--- config.mk ---
export PLATFORM = sky130hd
export DESIGN_NAME = balanced_random_row_generator_top
export DESIGN_NICKNAME = d
export VERILOG_FILES = /design/src/hw/rtl/brrg_pkg.sv /design/src/hw/rtl/brrg_apb_regs.sv /design/src/hw/rtl/brrg_serial_mod.sv /design/src/hw/rtl/brrg_sequencer.sv /design/src/hw/rtl/balanced_random_row_generator_top.sv
export SDC_FILE = /design/constraint.sdc
export NUM_CORES = 1
export LEC_CHECK = 0
export BUFFER_PORTS_ARGS = -buffer_cell sky130_fd_sc_hd__buf_2
export CELL_PAD_IN_SITES_DETAIL_PLACEMENT = 1
export CELL_PAD_IN_SITES_GLOBAL_PLACEMENT = 1
export CORE_ASPECT_RATIO = 1.25
export CORE_UTILIZATION = 35
export CTS_CLUSTER_DIAMETER = 100
export DETAILED_ROUTE_END_ITERATION = 16
export GPL_TIMING_DRIVEN = 0
export HOLD_SLACK_MARGIN = 0.12
export PLACE_DENSITY = 0.71
export SLEW_MARGIN = 20
export SYNTH_ARGS = -nofsm -noshare
export SYNTH_HDL_FRONTEND = slang
export SYNTH_SLANG_ARGS = --single-unit
--- constraint.sdc ---
create_clock -name i_clk -period 28 [get_ports i_clk]
set_clock_uncertainty 0.15 [all_clocks]
set_input_delay 2.8 -clock i_clk [delete_from_list [all_inputs] [get_ports i_clk]]
set_output_delay 2.8 -clock i_clk [all_outputs]
set_load 0.01 [all_outputs]
--- src/hw/rtl/brrg_pkg.sv ---
// ============================================================================
// brrg_pkg: shared definitions for the balanced random row generator
// Sizes, register indexes, interface structs and the saturation helpers that
// clamp the alphabet size and the row length into their legal ranges.
// ============================================================================
`default_nettype none

package brrg_pkg;

    localparam int MAX_SYMBOLS = 16;
    localparam int MAX_ROW     = 64;

    // Field widths that follow from the sizes above.
    localparam int SYM_W = $clog2(MAX_SYMBOLS);
    localparam int COL_W = $clog2(MAX_ROW);
    localparam int CNT_W = COL_W + 1;

    // Fixed register and stream field widths.
    localparam int NUM_W  = 5;
    localparam int LEN_W  = 7;
    localparam int WORD_W = 31;

    localparam int IN_DATA_W  = ((WORD_W + 7) / 8) * 8;
    localparam int OUT_DATA_W = ((SYM_W + COL_W + 7) / 8) * 8;
    localparam int OUT_PAD_W  = OUT_DATA_W - SYM_W - COL_W;

    // The serial modulo unit must hold any divisor: a row length or a symbol count.
    localparam int DIV_W     = (CNT_W > SYM_W + 1) ? CNT_W : SYM_W + 1;
    localparam int DIV_CNT_W = $clog2(WORD_W);

    // Configuration port.
    localparam int APB_AW = 3;
    localparam int APB_DW = 32;

    // Register indexes, decoded from the word address bit paddr[2].
    localparam logic REG_NUM_SYMBOLS = 1'b0;
    localparam logic REG_ROW_LENGTH  = 1'b1;

    localparam logic [NUM_W-1:0] NUM_SYMBOLS_RST = NUM_W'(2);
    localparam logic [LEN_W-1:0] ROW_LENGTH_RST  = LEN_W'(8);

    typedef struct packed {
        logic [NUM_W-1:0] num_symbols;
        logic [LEN_W-1:0] row_length;
        logic             restart;
    } t_cfg;

    typedef struct packed {
        logic              start;
        logic [WORD_W-1:0] dividend;
        logic [DIV_W-1:0]  divisor;
    } t_div_req;

    typedef struct packed {
        logic             done;
        logic [DIV_W-1:0] rem;
        logic [DIV_W-1:0] quo;
    } t_div_rsp;

    typedef struct packed {
        logic             last;
        logic [COL_W-1:0] column;
        logic [SYM_W-1:0] symbol;
    } t_result;

    // Alphabet size clamped into 1..MAX_SYMBOLS.
    function automatic logic [SYM_W:0] sat_symbols(input logic [NUM_W-1:0] num);
        logic [SYM_W:0] v;
        if (num == '0) begin
            v = (SYM_W+1)'(1);
        end else if (int'(num) > MAX_SYMBOLS) begin
            v = (SYM_W+1)'(MAX_SYMBOLS);
        end else begin
            v = (SYM_W+1)'(num);
        end
        return v;
    endfunction

    // Row length clamped into 1..MAX_ROW.
    function automatic logic [CNT_W-1:0] sat_row(input logic [LEN_W-1:0] len);
        logic [CNT_W-1:0] k;
        if (len == '0) begin
            k = CNT_W'(1);
        end else if (int'(len) > MAX_ROW) begin
            k = CNT_W'(MAX_ROW);
        end else begin
            k = CNT_W'(len);
        end
        return k;
    endfunction

endpackage

`default_nettype wire

--- src/hw/rtl/brrg_apb_regs.sv ---
// ============================================================================
// brrg_apb_regs: configuration register file
// Holds the alphabet size and the row length behind an APB-style port. Any
// write raises a restart strobe so that the next random word opens a new row.
// ============================================================================
`default_nettype none

module brrg_apb_regs (
    input  logic                         i_clk,
    input  logic                         i_rst_n,
    input  logic                         psel,
    input  logic                         penable,
    input  logic                         pwrite,
    input  logic [brrg_pkg::APB_AW-1:0]  paddr,
    input  logic [brrg_pkg::APB_DW-1:0]  pwdata,
    output logic [brrg_pkg::APB_DW-1:0]  prdata,
    output logic                         pready,
    output brrg_pkg::t_cfg               o_cfg
);
    import brrg_pkg::*;

    logic [NUM_W-1:0] r_num_symbols;
    logic [LEN_W-1:0] r_row_length;
    logic             wr_en;
    logic             reg_sel;

    assign pready  = 1'b1;
    assign reg_sel = paddr[2];
    assign wr_en   = psel && penable && pwrite && pready;

    always_ff @(posedge i_clk) begin
        if (!i_rst_n) begin
            r_num_symbols <= NUM_SYMBOLS_RST;
            r_row_length  <= ROW_LENGTH_RST;
        end else if (wr_en) begin
            unique case (reg_sel)
                REG_NUM_SYMBOLS: r_num_symbols <= pwdata[NUM_W-1:0];
                REG_ROW_LENGTH:  r_row_length  <= pwdata[LEN_W-1:0];
                default: ;
            endcase
        end
    end

    always_comb begin
        unique case (reg_sel)
            REG_NUM_SYMBOLS: prdata = APB_DW'(r_num_symbols);
            REG_ROW_LENGTH:  prdata = APB_DW'(r_row_length);
            default:         prdata = '0;
        endcase
    end

    assign o_cfg.num_symbols = r_num_symbols;
    assign o_cfg.row_length  = r_row_length;
    assign o_cfg.restart     = wr_en;

endmodule

`default_nettype wire

--- src/hw/rtl/brrg_serial_mod.sv ---
// ============================================================================
// brrg_serial_mod: bit-serial restoring divider
// Shifts the dividend in one bit per cycle and produces remainder and the low
// quotient bits once the last bit is in. Shared by every modulo in the block.
// ============================================================================
`default_nettype none

module brrg_serial_mod (
    input  logic                i_clk,
    input  logic                i_rst_n,
    input  brrg_pkg::t_div_req  i_req,
    output brrg_pkg::t_div_rsp  o_rsp
);
    import brrg_pkg::*;

    logic                 r_busy;
    logic                 r_done;
    logic [DIV_CNT_W-1:0] r_cnt;
    logic [WORD_W-1:0]    r_dvd;
    logic [DIV_W-1:0]     r_dvs;
    logic [DIV_W-1:0]     r_rem;
    logic [DIV_W-1:0]     r_quo;

    logic [DIV_W:0]       trial;
    logic [DIV_W:0]       diff;
    logic                 fits;
    logic                 last_bit;

    assign trial    = {r_rem, r_dvd[WORD_W-1]};
    assign diff     = trial - {1'b0, r_dvs};
    assign fits     = trial >= {1'b0, r_dvs};
    assign last_bit = r_cnt == DIV_CNT_W'(WORD_W - 1);

    always_ff @(posedge i_clk) begin
        if (!i_rst_n) begin
            r_busy <= 1'b0;
            r_done <= 1'b0;
            r_cnt  <= '0;
        end else begin
            r_done <= 1'b0;
            if (i_req.start) begin
                r_busy <= 1'b1;
                r_cnt  <= '0;
            end else if (r_busy) begin
                r_cnt <= r_cnt + DIV_CNT_W'(1);
                if (last_bit) begin
                    r_busy <= 1'b0;
                    r_done <= 1'b1;
                end
            end
        end
    end

    always_ff @(posedge i_clk) begin
        if (i_req.start) begin
            r_dvd <= i_req.dividend;
            r_dvs <= i_req.divisor;
            r_rem <= '0;
            r_quo <= '0;
        end else if (r_busy) begin
            r_dvd <= {r_dvd[WORD_W-2:0], 1'b0};
            r_rem <= fits ? diff[DIV_W-1:0] : trial[DIV_W-1:0];
            r_quo <= {r_quo[DIV_W-2:0], fits};
        end
    end

    assign o_rsp.done = r_done;
    assign o_rsp.rem  = r_rem;
    assign o_rsp.quo  = r_quo;

endmodule

`default_nettype wire

--- src/hw/rtl/brrg_sequencer.sv ---
// ============================================================================
// brrg_sequencer: row sequencer with symbol order and quota tables
// Loads the quotas at the start of a row, runs one shuffle swap per word,
// hands out the extra quotas and picks one symbol per word by a serial scan
// over the running quota sum.
// ============================================================================
`default_nettype none

module brrg_sequencer (
    input  logic                          i_clk,
    input  logic                          i_rst_n,
    input  brrg_pkg::t_cfg                i_cfg,
    input  logic                          i_word_valid,
    output logic                          o_word_ready,
    input  logic [brrg_pkg::WORD_W-1:0]   i_word,
    input  logic                          i_res_ready,
    output logic                          o_res_valid,
    output brrg_pkg::t_result             o_res,
    output brrg_pkg::t_div_req            o_div,
    input  brrg_pkg::t_div_rsp            i_div
);
    import brrg_pkg::*;

    typedef enum logic [8:0] {
        S_IDLE     = 9'b000000001,
        S_INIT_DIV = 9'b000000010,
        S_SHUF_DIV = 9'b000000100,
        S_SWAP_RD  = 9'b000001000,
        S_SWAP_WR  = 9'b000010000,
        S_EXTRA    = 9'b000100000,
        S_PICK_DIV = 9'b001000000,
        S_SCAN     = 9'b010000000,
        S_EMIT     = 9'b100000000
    } t_state;

    typedef enum logic [2:0] {
        PH_START   = 3'b001,
        PH_SHUFFLE = 3'b010,
        PH_PICK    = 3'b100
    } t_phase;

    t_state           r_state, n_state;
    t_phase           r_phase, n_phase;
    logic [WORD_W-1:0] r_word;
    logic [SYM_W-1:0] r_step, n_step;
    logic [SYM_W-1:0] r_b, n_b;
    logic [SYM_W-1:0] r_tmp;
    logic [SYM_W-1:0] r_idx, n_idx;
    logic [SYM_W-1:0] r_extra, n_extra;
    logic [SYM_W-1:0] r_sel, n_sel;
    logic [CNT_W-1:0] r_cols, n_cols;
    logic [COL_W-1:0] r_pick, n_pick;
    logic [CNT_W-1:0] r_cum, n_cum;

    logic [SYM_W-1:0] r_order [MAX_SYMBOLS];
    logic [CNT_W-1:0] r_quota [MAX_SYMBOLS];

    logic [SYM_W:0]   v_eff;
    logic [CNT_W-1:0] k_eff;
    logic [SYM_W-1:0] v_top;
    logic [SYM_W-1:0] order_addr;
    logic [SYM_W-1:0] order_rd;
    logic [SYM_W-1:0] quota_addr;
    logic [CNT_W-1:0] quota_rd;
    logic [CNT_W:0]   cum_sum;
    logic             hit;
    logic [CNT_W-1:0] cols_inc;
    logic             row_last;
    logic             accept;

    logic             init_tables;
    logic             swap_wr;
    logic             extra_wr;
    logic             quota_dec;

    assign v_eff    = sat_symbols(i_cfg.num_symbols);
    assign k_eff    = sat_row(i_cfg.row_length);
    assign v_top    = SYM_W'(v_eff - (SYM_W+1)'(1));
    assign accept   = i_word_valid && o_word_ready;
    assign cols_inc = r_cols + CNT_W'(1);
    assign row_last = cols_inc >= k_eff;

    // One read port per table; the address follows the step at hand.
    always_comb begin
        unique case (r_state)
            S_SWAP_RD: order_addr = r_step;
            S_SWAP_WR: order_addr = r_b;
            default:   order_addr = r_idx;
        endcase
    end
    assign order_rd   = r_order[order_addr];
    assign quota_addr = (r_state == S_EXTRA) ? order_rd : r_idx;
    assign quota_rd   = r_quota[quota_addr];
    assign cum_sum    = {1'b0, r_cum} + {1'b0, quota_rd};
    assign hit        = (CNT_W+1)'(r_pick) < cum_sum;

    assign o_word_ready = r_state == S_IDLE;

    always_comb begin
        n_state     = r_state;
        n_phase     = r_phase;
        n_step      = r_step;
        n_b         = r_b;
        n_idx       = r_idx;
        n_extra     = r_extra;
        n_sel       = r_sel;
        n_cols      = r_cols;
        n_pick      = r_pick;
        n_cum       = r_cum;
        o_div       = '0;
        o_res_valid = 1'b0;
        init_tables = 1'b0;
        swap_wr     = 1'b0;
        extra_wr    = 1'b0;
        quota_dec   = 1'b0;

        unique case (r_state)
            S_IDLE: begin
                if (accept) begin
                    o_div.start = 1'b1;
                    unique case (r_phase)
                        PH_START: begin
                            o_div.dividend = WORD_W'(k_eff);
                            o_div.divisor  = DIV_W'(v_eff);
                            n_state        = S_INIT_DIV;
                        end
                        PH_SHUFFLE: begin
                            o_div.dividend = i_word;
                            o_div.divisor  = DIV_W'(r_step) + DIV_W'(1);
                            n_state        = S_SHUF_DIV;
                        end
                        PH_PICK: begin
                            o_div.dividend = i_word;
                            o_div.divisor  = DIV_W'(k_eff - r_cols);
                            n_state        = S_PICK_DIV;
                        end
                        default: n_state = S_IDLE;
                    endcase
                end
            end
            S_INIT_DIV: begin
                if (i_div.done) begin
                    init_tables    = 1'b1;
                    n_extra        = i_div.rem[SYM_W-1:0];
                    o_div.start    = 1'b1;
                    o_div.dividend = r_word;
                    if (v_eff > (SYM_W+1)'(1)) begin
                        n_step        = v_top;
                        n_phase       = PH_SHUFFLE;
                        o_div.divisor = DIV_W'(v_eff);
                        n_state       = S_SHUF_DIV;
                    end else begin
                        n_phase       = PH_PICK;
                        n_cols        = '0;
                        o_div.divisor = DIV_W'(k_eff);
                        n_state       = S_PICK_DIV;
                    end
                end
            end
            S_SHUF_DIV: begin
                if (i_div.done) begin
                    n_b     = i_div.rem[SYM_W-1:0];
                    n_state = S_SWAP_RD;
                end
            end
            S_SWAP_RD: begin
                n_state = S_SWAP_WR;
            end
            S_SWAP_WR: begin
                swap_wr = 1'b1;
                if (r_step <= SYM_W'(1)) begin
                    n_step  = '0;
                    n_idx   = '0;
                    n_state = S_EXTRA;
                end else begin
                    n_step  = r_step - SYM_W'(1);
                    n_state = S_IDLE;
                end
            end
            S_EXTRA: begin
                if (r_idx < r_extra) begin
                    extra_wr = 1'b1;
                    n_idx    = r_idx + SYM_W'(1);
                end else begin
                    n_phase = PH_PICK;
                    n_cols  = '0;
                    n_state = S_IDLE;
                end
            end
            S_PICK_DIV: begin
                if (i_div.done) begin
                    n_pick  = i_div.rem[COL_W-1:0];
                    n_cum   = '0;
                    n_idx   = '0;
                    n_state = S_SCAN;
                end
            end
            S_SCAN: begin
                if (hit) begin
                    n_sel     = r_idx;
                    quota_dec = quota_rd != '0;
                    n_state   = S_EMIT;
                end else if (r_idx == v_top) begin
                    // Sum exhausted without a hit: fall back to the top symbol.
                    n_sel   = v_top;
                    n_state = S_EMIT;
                end else begin
                    n_cum = cum_sum[CNT_W-1:0];
                    n_idx = r_idx + SYM_W'(1);
                end
            end
            S_EMIT: begin
                if (i_res_ready) begin
                    o_res_valid = 1'b1;
                    if (row_last) begin
                        n_phase = PH_START;
                        n_cols  = '0;
                    end else begin
                        n_cols = cols_inc;
                    end
                    n_state = S_IDLE;
                end
            end
            default: n_state = S_IDLE;
        endcase

        // Users must write a register only while idle (the block does not enforce it); a write restarts the row.
        if (i_cfg.restart) begin
            n_phase = PH_START;
        end
    end

    assign o_res.symbol = r_sel;
    assign o_res.column = r_cols[COL_W-1:0];
    assign o_res.last   = row_last;

    always_ff @(posedge i_clk) begin
        if (!i_rst_n) begin
            r_state <= S_IDLE;
            r_phase <= PH_START;
            r_step  <= '0;
            r_cols  <= '0;
            r_idx   <= '0;
            r_extra <= '0;
        end else begin
            r_state <= n_state;
            r_phase <= n_phase;
            r_step  <= n_step;
            r_cols  <= n_cols;
            r_idx   <= n_idx;
            r_extra <= n_extra;
        end
    end

    always_ff @(posedge i_clk) begin
        r_b    <= n_b;
        r_sel  <= n_sel;
        r_pick <= n_pick;
        r_cum  <= n_cum;
        if (accept) begin
            r_word <= i_word;
        end
        if (r_state == S_SWAP_RD) begin
            r_tmp <= order_rd;
        end
    end

    always_ff @(posedge i_clk) begin
        if (init_tables) begin
            for (int i = 0; i < MAX_SYMBOLS; i++) begin
                r_order[i] <= SYM_W'(i);
                r_quota[i] <= (i < int'(v_eff)) ? i_div.quo[CNT_W-1:0] : '0;
            end
        end else begin
            if (swap_wr) begin
                r_order[r_step] <= order_rd;
                r_order[r_b]    <= r_tmp;
            end
            if (extra_wr) begin
                r_quota[quota_addr] <= quota_rd + CNT_W'(1);
            end
            if (quota_dec) begin
                r_quota[quota_addr] <= quota_rd - CNT_W'(1);
            end
        end
    end

endmodule

`default_nettype wire

--- src/hw/rtl/balanced_random_row_generator_top.sv ---
// ============================================================================
// balanced_random_row_generator_top: balanced random row generator
// Turns a stream of random words into rows in which every symbol appears a
// balanced number of times, in shuffled order.
// ============================================================================
//
//   Channel  Direction  Payload                               Handshake
//   s_axis   in         tdata[30:0] random_word               tvalid/tready
//   m_axis   out        tdata[3:0] symbol, [9:4] column_index tvalid/tready
//                       tlast last_in_row
//   apb      in/out     num_symbols at 0x0, row_length at 0x4 psel/penable
//
// Every word goes through one shared bit-serial modulo unit that resolves one
// quotient bit per cycle. A shuffle word runs a division, a swap read and a
// swap write and gives no result; a pick word runs a division, then scans
// the quota sum one symbol at a time and hands the result out. The first
// word of a row also runs the base quota division, and the last shuffle word
// hands out the extra quotas one at a time and then closes the shuffle.
// Reset is synchronous and active low; it restores num_symbols = 2 and
// row_length = 8 and opens a new row. A finished pick waits in an output
// register, so a new random word is taken while the result is still stalled;
// a second pick waits only if that register has not been emptied.
// ============================================================================
`default_nettype none

module balanced_random_row_generator_top (
    input  logic                              i_clk,
    input  logic                              i_rst_n,
    // random word request stream
    input  logic                              s_axis_tvalid,
    output logic                              s_axis_tready,
    input  logic [brrg_pkg::IN_DATA_W-1:0]    s_axis_tdata,   // [30:0] random_word, [31] zero
    // column result stream
    output logic                              m_axis_tvalid,
    input  logic                              m_axis_tready,
    output logic [brrg_pkg::OUT_DATA_W-1:0]   m_axis_tdata,   // [3:0] symbol, [9:4] column_index
    output logic                              m_axis_tlast,
    // configuration port
    input  logic                              psel,
    input  logic                              penable,
    input  logic                              pwrite,
    input  logic [brrg_pkg::APB_AW-1:0]       paddr,
    input  logic [brrg_pkg::APB_DW-1:0]       pwdata,
    output logic [brrg_pkg::APB_DW-1:0]       prdata,
    output logic                              pready
);
    import brrg_pkg::*;

    t_cfg      cfg;
    t_div_req  div_req;
    t_div_rsp  div_rsp;
    t_result   res;
    logic      res_valid;
    logic      res_ready;

    logic      r_out_valid;
    t_result   r_out;

    brrg_apb_regs u_regs (
        .i_clk   (i_clk),
        .i_rst_n (i_rst_n),
        .psel    (psel),
        .penable (penable),
        .pwrite  (pwrite),
        .paddr   (paddr),
        .pwdata  (pwdata),
        .prdata  (prdata),
        .pready  (pready),
        .o_cfg   (cfg)
    );

    brrg_serial_mod u_mod (
        .i_clk   (i_clk),
        .i_rst_n (i_rst_n),
        .i_req   (div_req),
        .o_rsp   (div_rsp)
    );

    brrg_sequencer u_seq (
        .i_clk        (i_clk),
        .i_rst_n      (i_rst_n),
        .i_cfg        (cfg),
        .i_word_valid (s_axis_tvalid),
        .o_word_ready (s_axis_tready),
        .i_word       (s_axis_tdata[WORD_W-1:0]),
        .i_res_ready  (res_ready),
        .o_res_valid  (res_valid),
        .o_res        (res),
        .o_div        (div_req),
        .i_div        (div_rsp)
    );

    // Output register: the sequencer may hand over a new result whenever the
    // register is empty or is being emptied in the same cycle.
    assign res_ready = !r_out_valid || m_axis_tready;

    always_ff @(posedge i_clk) begin
        if (!i_rst_n) begin
            r_out_valid <= 1'b0;
        end else if (res_valid) begin
            r_out_valid <= 1'b1;
        end else if (m_axis_tready) begin
            r_out_valid <= 1'b0;
        end
    end

    always_ff @(posedge i_clk) begin
        if (res_valid) begin
            r_out <= res;
        end
    end

    assign m_axis_tvalid = r_out_valid;
    assign m_axis_tdata  = {{OUT_PAD_W{1'b0}}, r_out.column, r_out.symbol};
    assign m_axis_tlast  = r_out.last;

endmodule

`default_nettype wire

---- Word level (Yosys, flattened, before mapping) ----
Memory sizes are Yosys's and may differ from the RTL's.
Cells that the tools add are included.
cells by class
  add/subtract/negate cells ............... 11
  $lt $le $gt $ge ......................... 24
  eq/ne operators ......................... 28
  mux-type cells .......................... 107
  bitwise gates (word level) .............. 4
  reductions and logical operators ........ 33
operators with widths
  operator                                            count
  two-way mux 7 bit                                   31
  case mux 38 bit (3 select lines)                    1
  case mux 9 bit (9 select lines)                     1
  two-way mux 39 bit                                  2
  case mux 39 bit (2 select lines)                    1
  two-way mux 9 bit                                   8
  two-way mux 4 bit                                   16
  case mux 32 bit (2 select lines)                    1
  two-way mux 31 bit                                  2
  case mux 7 bit (3 select lines)                     2
  < comparator 4 x 5 -> 1 bit (first input constant)  8
  two-way mux 1 bit                                   29
  < comparator 3 x 5 -> 1 bit (first input constant)  4
  inequality test 2 bit (second input constant)       10
  case mux 4 bit (2 select lines)                     2
  case mux 4 bit (4 select lines)                     1
  two-way mux 3 bit                                   5
  adder 7 x 1 -> 7 bit (second input constant)        2
  case mux 7 bit (2 select lines)                     1
  subtractor 7 bit                                    2
  AND reduction 2 bit                                 6
  < comparator 1 x 5 -> 1 bit (first input constant)  2
  < comparator 2 x 5 -> 1 bit (first input constant)  2
  two-way mux 5 bit                                   2
  52 further kinds                                    66
storage, ports and cells
  register bits ........................... 170
  bits in writable memories ............... 176
  input port bits ......................... 74
  output and inout port bits .............. 52
  memories kept ........................... 2
memory list
  memory         depth  width  read ports  clocked after memory_dff  wr ports  RTL line              source
  u_seq.r_quota  16     7      1           0                         16        brrg_sequencer.sv:56  logic [CNT_W-1:0] r_quota [MAX_SYMBOLS];
  u_seq.r_order  16     4      1           0                         16        brrg_sequencer.sv:55  logic [SYM_W-1:0] r_order [MAX_SYMBOLS];

---- Longest topological paths before layout ----
An unclocked memory read counts as a cell.
  word-level depth ........................ 15
  gate-level depth with buffers ........... 45
  depth with buffers taken out ............ 34

---- Modules after synthesis ----
From an unflattened synthesis, not the netlist that was laid out.
unflattened totals
  cells, all modules ...................... 1,944
  area total of the unflattened synthesis .. 20,178.1 sq um
by module, submodules not included
  module                             instances  cells each  area an instance (sq um)  seq. area each (sq um)
  brrg_sequencer                     1          1,623       16,246.8                  7,587.3
  brrg_serial_mod                    1          211         2,703.8                   1,561.5
  brrg_apb_regs                      1          88          799.5                     240.2
  balanced_random_row_generator_top  1          22          427.9                     350.3

---- Least setup slack after synthesis ----
No wires, ideal clock.
  kind .................................... reg2reg
  from .................................... register u_seq.r_state[3]
  to ...................................... memory u_seq.r_quota[11][6] (netlist name) (data pin)
  library setup time ...................... 0.274 ns
  arrival ................................. 8.419 ns
  setup slack ............................. 19.157 ns
  stages on the path, launching flop included .. 44
  buffers on the path ..................... 10
  clock period less this slack ............ 8.843 ns
  cells stage by stage .................... dfxtp_1 -> buf_2 -> or3b_2 -> nor3_1 -> a221o_2 -> nand3_1 -> o22a_1 -> and4_1 -> buf_6 -> a21oi_4 -> buf_6 -> buf_2 -> mux2i_1 -> mux2i_1 -> o2111a_1 -> buf_2 -> clkbuf_1 -> ha_1 -> [8 not listed] -> nand2b_1 -> a21oi_1 -> or4b_2 -> clkbuf_1 -> nand2_1 -> a21o_1 -> buf_6 -> buf_12 -> inv_1 -> ha_1 -> nor2b_1 -> o21ai_0 -> nand2b_1 -> a21o_1 -> a21oi_1 -> xor2_1 -> clkbuf_1 -> mux2i_1
RTL lines
  what                    RTL line               source
  start, declared         brrg_sequencer.sv:42   t_state r_state, n_state;
  start signal, assigned  brrg_sequencer.sv:246  r_state <= n_state;
  end, declared           brrg_sequencer.sv:56

==> impl_metrics.yaml <==
drt:
  avgRoutedWirePerCell_um: 23.6
  ant_nets: 0
  drt_pass1_iterations: 6
  num_vias: 15539
  drcViolationCount: 0
  routed_wl_mm: 65.3
  drtIter0Drc: 1122
  vias_per_cell: 5.61
grt:
  grt_pass1_vias: 16349
  overflow: 0
  grt_max_degree: 32
  antenna_found_initial: 0
  grt_usage_pct: 22.3
  grt_pass1_wl_mm: 98.0
clock_tree:
  ctsHoldBuffers: 0
  clkLatencyLatePin_ns: 0.56
  htree_levels: 2
  clk_pin_slew_ns: 0.06
  cts_made_buffers: 38
  cts_setup_buffers: 0
  post_cts_resized: 0
  root_buffer: "clkbuf_16"
  cts_max_path_buffers: 3
  cts_tree: "yes"
  clock_sinks: 346
min_path:
  min_path_cells: 0
  hold_class: "register to register"
status:
  status: "finished, final reports clean"
placed_design:
  dp_hpwl_mm: 48.5
  numPortBuffers: 63
  gp_congestion: 0.939
logic_synthesis:
  synth_area_leaders: "edfxtp_1, mux2i_1, dfxtp_1, nand2_1, ha_1"
  synth_area_mm2: 0.0198
  synth_cell_types: 96
  avgSynthCellArea_um2: 10.6
  ys_seq_area_share_pct: 49.1
  synth_seq_cells: 346
  synth_edf_count: 281
  async_flop_share_pct: 0
  yosysTopAreaCellShare_pct: 42.5
  yosys.area.top_type: "edfxtp_1"
  synthFlopType: "edfxtp_1"
  synthCells: 1864
  yosys_warnings: 0
sta:
  final_max_slew_viol_count: 0
  rsz0062_at_grt: "no"
  slew_headroom_pct: 27.2
  tightestPinTransition_ns: 1.08
  max_freq_mhz: 79.2
  fin_tns_setup_ns: 0
  setup_viol: 0
  fin_crit_sh_pct: 45.1
  min_period_ns: 12.62
  hold_violations: 0
power:
  ir_worst_vdd_v: 0.0000608
  p_total_mw: 1.50
  power_density_mw_per_mm2: 66.5
  leakagePower_nw: 8.08
worst_setup_path:
  path_class: "register to register"
  required_ns: 28.10
  reg2reg_depth: 43
  crit_slowest_cell: "xor2_1"
  cp_common_cell: "clkbuf_1"
  critical_path.top_delay_family: "simple AND/OR/NAND/NOR gates"
  critical_path.n_buffers_inverters: 12
  crit_cells: 43
  worstPathArrival_ns: 12.72
  critPathMaxFanout: 10
  start_kind: "register"
  end_kind: "register"
  slowest_delay_ns: 0.78
job:
  max_cap_viol_count: 0
die:
  chipWidth_um: 215
  ios: 126
  core_mm2: 0.0561
  die_h_um: 268
  initial_core_util_pct: 35.4
  fp.dieArea_mm2: 0.0577
  std_cell_rows: 97
finish:
  final_common_cell: "edfxtp_1"
  drive_gt1_share_pct: 13.2
  fillCellCount: 6268
  syn2layout_area_growth_pct: 13.8
  layout_common_cells: "edfxtp_1, nand2_1, mux2i_1"
  fin_nets: 2128
  antenna_cells: 0
[flip-flops by register name, summed over array words and instances (netlist names), 9 cells and up]
| register | count |
|---|---|
| u_seq.r_word | 31 |
| u_seq.r_state | 9 |
| u_seq.r_quota | 112 |
| u_mod.r_dvd | 31 |
| u_seq.r_order | 64 |
| m_axis_tdata | 10 |
[through the flow]
step | worst slack [ns] | util, % | cell area [um^2] | cells | hold slack, ns
6_report | 15.38 | 40.3 | 22600 | 2770 | 0.270
5_1_grt | 14.90 | 40.3 | 22600 | 2770 | 0.279
2_1_floorplan | 19.16 | - | 20000 | 1894 | 0.250
4_1_cts | 15.52 | 40.3 | 22600 | 2770 | 0.271
3_5_place_dp | 15.67 | 37.9 | 21300 | 2700 | 0.257
3_3_place_gp | 16.01 | 37.8 | 21200 | 2699 | 0.256
[power by group]
group / switching, mW / leakage (nW) / internal (mW)
Sequential: 0.0223 / 3.13 / 0.626
Clock: 0.224 / 0.636 / 0.320
Combinational: 0.197 / 4.31 / 0.111
[area by class of cell]
cell class / count / area (um^2) / area share [%]
Sequential cell: 346 / 9740 / 43.1
Inverter: 78 / 293 / 1.30
Clock inverter: 21 / 295 / 1.31
Clock buffer: 49 / 1030 / 4.58
Multi-Input combinational cell: 1311 / 9100 / 40.3
Timing Repair Buffer: 64 / 343 / 1.52
Tap cell: 742 / 928 / 4.11
Buffer: 159 / 852 / 3.77
[synth_stat cells, drive strengths merged, types with 14 or more instances]
cell type	n
nor2b	16
a21o	21
xor2	14
dfxtp	65
nand4	15
o31ai	15
nand2	238
nand2b	18
o22ai	25
nor3	28
xnor2	24
a21oi	92
buf	73
o21ai	40
mux2	18
clkbuf	86
mux2i	174
a22oi	30
or2	21
nand3	64
and3	41
ha	52
inv	76
edfxtp	281
nor2	112
a221o	26
a211oi	40
[per-layer routing]
layer	part of all wire, %	vias to the layer above	global-route usage (%)
met5	0	-	0
met4	4.2	0	10.2
met3	4.6	138	2.48
met2	52	481	41.4
met1	39	7824	25.7
li1	-	7096	-
[final timing paths]
path	from	endpoint	slack, ns
worst min-delay path	u_seq.r_sel[1]$_DFFE_PP_	m_axis_tdata[1]$_DFFE_PP_	0.27
worst min register to register	u_seq.r_sel[1]$_DFFE_PP_	m_axis_tdata[1]$_DFFE_PP_	0.27
worst max-delay path	u_seq.r_state[8]$_SDFFE_PN0P_	u_seq.r_quota[12][6]$_DFFE_PP_	15.38
worst max register to register	u_seq.r_state[8]$_SDFFE_PN0P_	u_seq.r_quota[12][6]$_DFFE_PP_	15.38
[logic make-up after synthesis]
| family | Yosys count | synth area share [%] |
|---|---|---|
| other | 2 | 0.0378 |
| DFF | 346 | 49.1 |
| xor gates and xnor gates | 38 | 1.68 |
| AOI/OAI and AO/OA | 381 | 14.8 |
| and+or+nand+nor | 612 | 15.1 |
| adders and majority gates | 56 | 3.68 |
| buffers and inverters | 237 | 5.76 |
| muxes | 192 | 9.86 |
Power figures use the tool's default switching activity.
